File: config.mk
export PLATFORM = sky130hd
export DESIGN_NAME = pfla_ctrl
export DESIGN_NICKNAME = d
export VERILOG_FILES = /design/src/design/assert_macros.svh /design/src/design/pfla_pkg.sv /design/src/design/pfla_ctrl.sv
export SDC_FILE = /design/constraint.sdc
export NUM_CORES = 1
export LEC_CHECK = 0
export ABC_AREA = 0
export BUFFER_PORTS_ARGS = -buffer_cell sky130_fd_sc_hd__buf_4
export CAP_MARGIN = 20
export CELL_PAD_IN_SITES_DETAIL_PLACEMENT = 2
export CELL_PAD_IN_SITES_GLOBAL_PLACEMENT = 2
export CORE_ASPECT_RATIO = 0.5
export CORE_MARGIN = 5
export CORE_UTILIZATION = 30
export DETAILED_ROUTE_END_ITERATION = 7
export GPL_ROUTABILITY_DRIVEN = 0
export GPL_TIMING_DRIVEN = 0
export PLACE_DENSITY = 0.76
export SLEW_MARGIN = 20
export SYNTH_ARGS = -nofsm -noshare
export SYNTH_HDL_FRONTEND = slang
export SYNTH_SLANG_ARGS = --single-unit
File: constraint.sdc
create_clock -name clock -period 8.4 [get_ports clock]
set_clock_uncertainty 0.2 [all_clocks]
set_input_delay 1.68 -clock clock [delete_from_list [all_inputs] [get_ports clock]]
set_output_delay 1.68 -clock clock [all_outputs]
set_load 0.01 [all_outputs]
File: src/design/assert_macros.svh
// ----------------------------------------------------------------------------
// assert_macros.svh
// shared concurrent assertion macros for the page allocator
// ----------------------------------------------------------------------------
`ifndef ASSERT_MACROS_SVH
`define ASSERT_MACROS_SVH

// same-cycle implication, disabled during reset
`define PFLA_ASSERT_IMPL(lbl, clk, rst, ante, cons) \
   lbl: assert property (@(posedge clk) disable iff (rst) (ante) |-> (cons)) \
      else $error("same-cycle check failed");

// next-cycle implication, disabled during reset
`define PFLA_ASSERT_NEXT(lbl, clk, rst, ante, cons) \
   lbl: assert property (@(posedge clk) disable iff (rst) (ante) |=> (cons)) \
      else $error("next-cycle check failed");

`endif

File: src/design/pfla_pkg.sv
// ----------------------------------------------------------------------------
// pfla_pkg
// shared constants and types of the free page list allocator
// ----------------------------------------------------------------------------
`default_nettype none

package pfla_pkg;

   localparam int PAGE_SLOTS = 4096;
   localparam int PAGE_SHIFT = 12;
   localparam int ADDR_BITS  = 56;

   localparam int PN_BITS    = ADDR_BITS - PAGE_SHIFT;
   localparam int SLOT_BITS  = $clog2(PAGE_SLOTS);
   localparam int CNT_BITS   = $clog2(PAGE_SLOTS + 1);
   localparam int BYTES_BITS = 25;
   localparam int CSR_BITS   = 1;

   localparam logic [1:0] REQ_ALLOC = 2'd0;
   localparam logic [1:0] REQ_FREE  = 2'd1;
   localparam logic [1:0] REQ_INIT  = 2'd2;

   localparam logic [1:0] ST_OK    = 2'd0;
   localparam logic [1:0] ST_EMPTY = 2'd1;
   localparam logic [1:0] ST_BAD   = 2'd2;
   localparam logic [1:0] ST_FULL  = 2'd3;

   localparam logic [CSR_BITS-1:0] CSR_POOL_START = 1'd0;
   localparam logic [CSR_BITS-1:0] CSR_POOL_STOP  = 1'd1;

   typedef struct packed {
      logic                 we;
      logic [SLOT_BITS-1:0] waddr;
      logic [PN_BITS-1:0]   wdata;
      logic                 re;
      logic [SLOT_BITS-1:0] raddr;
   } pfla_mem_req_type;

   typedef struct packed {
      logic                busy;
      logic [CNT_BITS-1:0] count;
   } pfla_stat_type;

endpackage

`default_nettype wire

File: src/design/pfla_ctrl.sv
// ----------------------------------------------------------------------------
// pfla_ctrl
// request sequencer: alloc pop, free push, init fill, response register
// ----------------------------------------------------------------------------
`default_nettype none

module pfla_ctrl
   import pfla_pkg::*;
(
   input  wire logic                  clock,
   input  wire logic                  reset,
   input  wire logic                  req_valid,
   output logic                       req_stall,
   input  wire logic [1:0]            req_type,
   input  wire logic [ADDR_BITS-1:0]  req_page_address,
   output logic                       rsp_valid,
   input  wire logic                  rsp_stall,
   output logic [ADDR_BITS-1:0]       rsp_alloc_address,
   output logic [1:0]                 rsp_status,
   output logic [BYTES_BITS-1:0]      rsp_free_bytes,
   input  wire logic [ADDR_BITS-1:0]  pool_start,
   input  wire logic [ADDR_BITS-1:0]  pool_stop,
   output pfla_mem_req_type           mem_req,
   input  wire logic [PN_BITS-1:0]    mem_rd_data,
   output pfla_stat_type              stat
);

   typedef enum logic [1:0] {
      S_IDLE,
      S_INIT_CALC,
      S_INIT_FILL,
      S_RESP
   } state_type;

   state_type                 state_ff, state_in;
   logic [CNT_BITS-1:0]       count_ff, count_in;
   logic [CNT_BITS-1:0]       n_ff, n_in;
   logic [PN_BITS:0]          pn_ff, pn_in;
   logic [PN_BITS:0]          stop_pn_ff, stop_pn_in;
   logic [1:0]                res_status_ff, res_status_in;
   logic                      use_rd_ff, use_rd_in;
   logic                      rsp_valid_ff, rsp_valid_in;
   logic [ADDR_BITS-1:0]      rsp_alloc_address_ff, rsp_alloc_address_in;
   logic [1:0]                rsp_status_ff, rsp_status_in;
   logic [BYTES_BITS-1:0]     rsp_free_bytes_ff, rsp_free_bytes_in;

   logic                      bad_free;
   logic [PN_BITS:0]          span;

   assign bad_free = (req_page_address[PAGE_SHIFT-1:0] != '0) ||
                     (req_page_address < pool_start) ||
                     (req_page_address >= pool_stop);
   assign span     = stop_pn_ff - pn_ff;

   always_comb begin
      state_in             = state_ff;
      count_in             = count_ff;
      n_in                 = n_ff;
      pn_in                = pn_ff;
      stop_pn_in           = stop_pn_ff;
      res_status_in        = res_status_ff;
      use_rd_in            = use_rd_ff;
      rsp_valid_in         = rsp_valid_ff && rsp_stall;
      rsp_alloc_address_in = rsp_alloc_address_ff;
      rsp_status_in        = rsp_status_ff;
      rsp_free_bytes_in    = rsp_free_bytes_ff;
      mem_req              = '0;

      case (state_ff)
         S_IDLE: begin
            if (req_valid) begin
               use_rd_in     = 1'b0;
               res_status_in = ST_OK;
               state_in      = S_RESP;
               case (req_type)
                  REQ_ALLOC: begin
                     if (count_ff == '0) begin
                        res_status_in = ST_EMPTY;
                     end else begin
                        mem_req.re    = 1'b1;
                        mem_req.raddr = SLOT_BITS'(count_ff - 1'b1);
                        count_in      = count_ff - 1'b1;
                        use_rd_in     = 1'b1;
                     end
                  end
                  REQ_FREE: begin
                     if (bad_free) begin
                        res_status_in = ST_BAD;
                     end else if (count_ff >= CNT_BITS'(PAGE_SLOTS)) begin
                        res_status_in = ST_FULL;
                     end else begin
                        mem_req.we    = 1'b1;
                        mem_req.waddr = count_ff[SLOT_BITS-1:0];
                        mem_req.wdata = req_page_address[ADDR_BITS-1:PAGE_SHIFT];
                        count_in      = count_ff + 1'b1;
                     end
                  end
                  REQ_INIT: begin
                     count_in   = '0;
                     pn_in      = (PN_BITS+1)'(pool_start[ADDR_BITS-1:PAGE_SHIFT]) +
                                  (PN_BITS+1)'(pool_start[PAGE_SHIFT-1:0] != '0);
                     stop_pn_in = (PN_BITS+1)'(pool_stop[ADDR_BITS-1:PAGE_SHIFT]);
                     state_in   = S_INIT_CALC;
                  end
                  default: begin
                  end
               endcase
            end
         end
         S_INIT_CALC: begin
            n_in          = '0;
            res_status_in = ST_OK;
            if (stop_pn_ff > pn_ff) begin
               if (span > (PN_BITS+1)'(PAGE_SLOTS)) begin
                  n_in          = CNT_BITS'(PAGE_SLOTS);
                  res_status_in = ST_FULL;
               end else begin
                  n_in = span[CNT_BITS-1:0];
               end
            end
            state_in = S_INIT_FILL;
         end
         S_INIT_FILL: begin
            if (count_ff == n_ff) begin
               state_in = S_RESP;
            end else begin
               mem_req.we    = 1'b1;
               mem_req.waddr = count_ff[SLOT_BITS-1:0];
               mem_req.wdata = pn_ff[PN_BITS-1:0];
               count_in      = count_ff + 1'b1;
               pn_in         = pn_ff + 1'b1;
            end
         end
         S_RESP: begin
            if (!rsp_valid_ff || !rsp_stall) begin
               rsp_valid_in         = 1'b1;
               rsp_alloc_address_in = use_rd_ff ? {mem_rd_data, {PAGE_SHIFT{1'b0}}} : '0;
               rsp_status_in        = res_status_ff;
               rsp_free_bytes_in    = {count_ff, {PAGE_SHIFT{1'b0}}};
               state_in             = S_IDLE;
            end
         end
         default: begin
            state_in = S_IDLE;
         end
      endcase
   end

   always_ff @(posedge clock) begin
      if (reset) begin
         state_ff     <= S_IDLE;
         count_ff     <= '0;
         rsp_valid_ff <= 1'b0;
      end else begin
         state_ff     <= state_in;
         count_ff     <= count_in;
         rsp_valid_ff <= rsp_valid_in;
      end
      n_ff                 <= n_in;
      pn_ff                <= pn_in;
      stop_pn_ff           <= stop_pn_in;
      res_status_ff        <= res_status_in;
      use_rd_ff            <= use_rd_in;
      rsp_alloc_address_ff <= rsp_alloc_address_in;
      rsp_status_ff        <= rsp_status_in;
      rsp_free_bytes_ff    <= rsp_free_bytes_in;
   end

   assign req_stall         = (state_ff != S_IDLE);
   assign rsp_valid         = rsp_valid_ff;
   assign rsp_alloc_address = rsp_alloc_address_ff;
   assign rsp_status        = rsp_status_ff;
   assign rsp_free_bytes    = rsp_free_bytes_ff;
   assign stat.busy         = (state_ff != S_IDLE);
   assign stat.count        = count_ff;

endmodule

`default_nettype wire

Yosys cells after proc, flatten, opt, wreduce, memory -nomap -nowiden

Cells that the tools add are included.

Equal/unequal tests: 15
Muxes and demuxes: 37
Reduce and logical (&&, ||, !) cells: 22
Magnitude comparators: 5
Bitwise gates (word level): 1
Add/subtract/negate cells: 5

Operators with widths:

| kind                                                             | number |
|---|---|
| 2-to-1 mux 57 bit                                                | 4 |
| 2-to-1 mux 45 bit                                                | 3 |
| 2-to-1 mux 13 bit                                                | 9 |
| one-hot mux 57 bit (2 select lines)                              | 1 |
| one-hot mux 45 bit (2 select lines)                              | 1 |
| 2-to-1 mux 70 bit                                                | 1 |
| >= comparator 56 bit                                             | 1 |
| < comparator 56 bit                                              | 1 |
| adder 44 x 1 -> 45 bit                                           | 1 |
| adder 45 x 1 -> 45 bit (second input constant)                   | 1 |
| greater-than comparator 44 x 45 -> 1 bit                         | 1 |
| greater-than comparator 45 x 13 -> 1 bit (second input constant) | 1 |
| subtractor 44 x 45 -> 45 bit                                     | 1 |
| one-hot mux 13 bit (3 select lines)                              | 1 |
| one-hot mux 13 bit (2 select lines)                              | 1 |
| nonzero test 12 bit                                              | 2 |
| 2-to-1 mux 2 bit                                                 | 9 |
| adder 13 x 1 -> 13 bit (second input constant)                   | 1 |
| == test 13 bit                                                   | 1 |
| >= comparator 13 bit (second input constant)                     | 1 |
| zero test 13 bit                                                 | 1 |
| subtractor 13 x 1 -> 13 bit (second input constant)              | 1 |
| inequality test 3 bit (second input constant)                    | 3 |
| inequality test 2 bit (second input constant)                    | 4 |
| other kinds (18)                                                 | 34 |

Register bits after elaboration: 192
Output and inout bits: 169
Input bits: 218

Depth between registers and ports, before layout

Word-level depth: 7
Gate-level depth with buffers: 15
Depth with buffers taken out: 14

Worst setup path before layout

No wires, ideal clock.

Kind: input port to flip-flop
From: in rsp_stall
To: reg rsp_alloc_address_ff[12] (netlist: rsp_alloc_address[12]) (enable)
Arrival time: 5964 ps
Slack: 1670 ps
Stages on the path: 1
Path through: a21boi_0

Longest elaborated chain between the ends: 3

RTL lines:

| element                       | RTL line         | source |
|---|---|---|
| from (decl)                   | pfla_ctrl.sv:17  | `input wire logic rsp_stall,` |
| zero test 1 bit               | pfla_ctrl.sv:135 | `if (!rsp_valid_ff \|\| !rsp_stall) begin` |
| logical OR 1 bit              | pfla_ctrl.sv:135 |  |
| AND reduction 2 bit (no line) | -                |  |
| to (signal assigned)          | pfla_ctrl.sv:164 | `rsp_alloc_address_ff <= rsp_alloc_address_in;` |
| to (decl)                     | pfla_ctrl.sv:43  | `logic [ADDR_BITS-1:0] rsp_alloc_address_ff, rsp_alloc_address_in;` |

No other way between the ends.
A chain may end at the register's enable or synchronous reset.

==> flow_results.org <==
** Power and ir drop
- The design draws 0.00595 W.
- The analysis attributes to cell leakage a power of 8.74 nW.
- Pwr per Cell Area :: 295 nW/um^2
- Worst ir drop on vdd :: 133 uV

** Timing
- Setup violations remaining at the end of the flow were counted as 0.
- For the pin with the worst max-slew slack, the measured transition is 1140 ps.
- Once routing completed, OpenROAD measured the worst setup slack at 776 ps.
- Rel. slew slack :: 0.239
- Timing would allow up to 131 MHz.
- Hold timing on the final database bottoms out at a slack of 224 ps.
- Share of the clock period used by the worst path after layout :: 0.908
- Min Clock Period, post-route :: 7620 ps
- Setup repair after global routing left no endpoint under its margin.
- Final hold violation count :: 0
- Final slew viol count :: 0

** Layout
- From synthesis to final layout, the design area changed by 28.5%.
- Nets :: 2,595
- Once layout is complete, the utilization of the core stands at 0.389.
- Share of cells above drive strength 1 :: 0.215

** Floorplanning
- The die is 334 microns wide.
- The total area inside the core boundary comes to 51,900 sq um.
- The initial utilization of the core area, before any placement, comes to 0.303.
- The die covers 57,300 sq um.
- IO Pins :: 387
- From bottom edge to top edge, the die measures 172 microns.
- The floorplan has 59 rows.

** Global routing
- Total Routing Usage GR :: 0.237
- Via count of the first global-routing pass :: 16,600
- For this run the aggregate overflow at the end of global routing stands at 0.
- The first global-routing pass estimated 104,000 microns of wire.
- Entering global routing, the biggest net connects 26 pins.
- Antenna violations before repair :: 8

** Worst setup path
- Critical Path Max Stage Delay :: 880 ps
- Critical path's top delay family :: compound AO/OA/AOI/OAI gates
- Walking the worst path, the cells encountered are clkbuf_1, inv_1, ha_1, a21o_1, a21o_1, a21oi_1, o21ai_0, or4_1, a21oi_1, nor4_2, buf_4, clkbuf_1, a22o_1, buf_4.
- Critical path arrival :: 5740 ps
- Endpoint kind of the worst setup timing path :: primary output
- Type of origin of the critical path :: input port
- The largest individual stage delay along the critical path comes from the cell sky130_fd_sc_hd__a21oi_1.
- CP Max Fanout :: 10
- Crit Path Class :: input port to primary output
- Number of buffer and inverter instances along the worst setup path :: 5
- For the worst setup path, the data required time is 6520 ps.

** Clocking
- Clk pin slew, worst setup/hold paths :: 70 ps
- Number of buffers on the longest clock path :: 2
- CTS tree :: built
- At the later pin of the worst-skew pair, clock insertion delay measures 470 ps.
- Clock net sink count :: 180
- TritonCTS buffer count :: 17
- The H-tree was split into 4 levels.
- In this run the clock root is driven by a sky130_fd_sc_hd__clkbuf_16.
- Once the clock tree was built, the resizer swapped 0 gates to a different size.
- The number of setup buffers added after CTS is 0.
- The number of hold buffers added after CTS was 0.

** Route
- Number of vias after detailed routing :: 15,700
- Wire segments on met3 add up to 4080 microns in the final route.
- Using the TritonRoute via totals, the vias-per-cell ratio works out to 5.38.
- Total length of routed wires :: 71,000 microns
- In the final routing, the length of wire on met1 measures 31,800 microns.
- For this run, design rule violations remaining after detail routing come to 0.
- Before antenna repair, the detailed router went through 5 iterations.
- Number of nets still failing antenna checks after routing :: 0
- DR top layer :: met5
- Met2 WL post-DR :: 33,600 microns
- The detailed router finished its first iteration with 1,013 violations.
- In the final routed layout, each cell accounts on average for 24.2 microns.

** Synthesis
- By area the synthesized netlist is led by sky130_fd_sc_hd__edfxtp_1, sky130_fd_sc_hd__ha_1, sky130_fd_sc_hd__xnor2_1.
- Ys flop type :: sky130_fd_sc_hd__edfxtp_1
- After synthesis, the most frequently instantiated cells are sky130_fd_sc_hd__inv_1, sky130_fd_sc_hd__ha_1, sky130_fd_sc_hd__edfxtp_1, sky130_fd_sc_hd__nand2_1, sky130_fd_sc_hd__nor2_1.
- Netlist cell types :: 80
- sky130_fd_sc_hd__edfxtp_1 takes more of the synthesized area than any other cell.
- After synthesis, the mean cell area works out to 8.74 sq um.
- For this run, the register share of the synthesized area comes to 0.334.
- Fraction of registers with async set/reset :: 0
- Synthesized instance count :: 1,799
- Yosys instantiated no cell more often than sky130_fd_sc_hd__inv_1.
- Warnings from Yosys :: 0
- Combined area of all synthesized cells :: 15,700 sq um
- In this run, synthesis inferred 164 flip-flops with an integrated enable.
- Flip-flop and latch count after synthesis :: 180
- Of the post-synthesis cell area, the dominant cell type holds 0.313.

** Worst hold path
- Path category of the worst min-delay check :: flip-flop to flip-flop

** Placed design
- Input and output buffers added on the ports amount to 360.
- The HPWL after detailed placement is 59,900 microns.
- At the placement stage, the worst setup path has a slack of 875 ps.

** Run
- The tool flagged a number of max-cap violations equal to 0.

** Run status
- The run finished with clean final reports.
## per-layer routing
| layer | global-route usage | vias up |
|---|---|---|
| met5 | 0 | - |
| met3 | 0.0388 | 64 |
| met2 | 0.411 | 468 |
| met1 | 0.311 | 7901 |
| li1 | - | 7314 |
| met4 | 0.0628 | 2 |
## placed cells by master (no fill, tap or decap), drive strengths merged, types with 7 or more instances in the layout
master	n
o211ai	15
nand4	68
edfxtp	164
a211oi	18
o21a	15
nor3	50
a22o	46
nand2	133
a21o	35
o21ai	87
and3	31
xnor2	103
a31oi	15
dfxtp	16
xor2	32
o22ai	8
and2	51
clkbuf	68
o21bai	9
nor2b	17
inv	187
a21oi	126
nand3	55
a311oi	7
nor4	22
or4	8
ha	168
nor2	126
mux2i	7
buf	418
conb	24
## stage by stage
step                std cells  cell area (sq um)  TNS (ps)
floorplan                1822              15800         0
global placement         2883              19400    -41440
detailed placement       2890              19600         0
CTS                      2922              20200         0
global route             2928              20200         0
finish                   2928              20200         0
## cell families after synthesis
group                      synth area share
AOI/OAI and AO/OA                     0.184
xor gates and xnor gates             0.0752
adders and majority gates             0.135
buffers and inverters                0.0758
DFF                                   0.334
muxes                               0.00661
other                              0.000239
and+or+nand+nor                       0.190
## report_power, final
part	internal, W	total [W]	switching, W
clock	0.000459	0.000856	0.000397
sequential	0.00130	0.00157	0.000265
combinational	0.00130	0.00353	0.00223
## state kept, by name, indices dropped and copies added, names as in the netlist, 2 cells and up
register	flops
rsp_alloc_address	44
rsp_free_bytes	13
pn_ff	45
rsp_status	2
stop_pn_ff	44
n_ff	13
res_status_ff	2
count_ff	13
state_ff	2
## final timing paths
path | slack [ps] | to | depth (start not counted) | from
worst max-delay path | 780 | mem_req[34] | 14 | pool_start[24]
worst min-delay path | 220 | rsp_status[1]$_DFFE_PP_ | 0 | res_status_ff[1]$_DFFE_PP_
worst max register to register | 3500 | n_ff[12]$_SDFFCE_PP0P_ | 14 | pn_ff[19]$_DFFE_PP_
worst min register to register | 220 | rsp_status[1]$_DFFE_PP_ | 0 | res_status_ff[1]$_DFFE_PP_
## cell type report
type | instances | area (sq um)
fill | 5830 | 31700
multi-input combinational | 1360 | 9400
sequential | 180 | 5250
timing repair buffer | 367 | 2880
tap | 701 | 877
inverter | 182 | 683
buffer | 100 | 508
clock buffer | 19 | 453
clock inverter | 13 | 144
antenna | 6 | 15.0
Power figures use the tool's default switching activity.
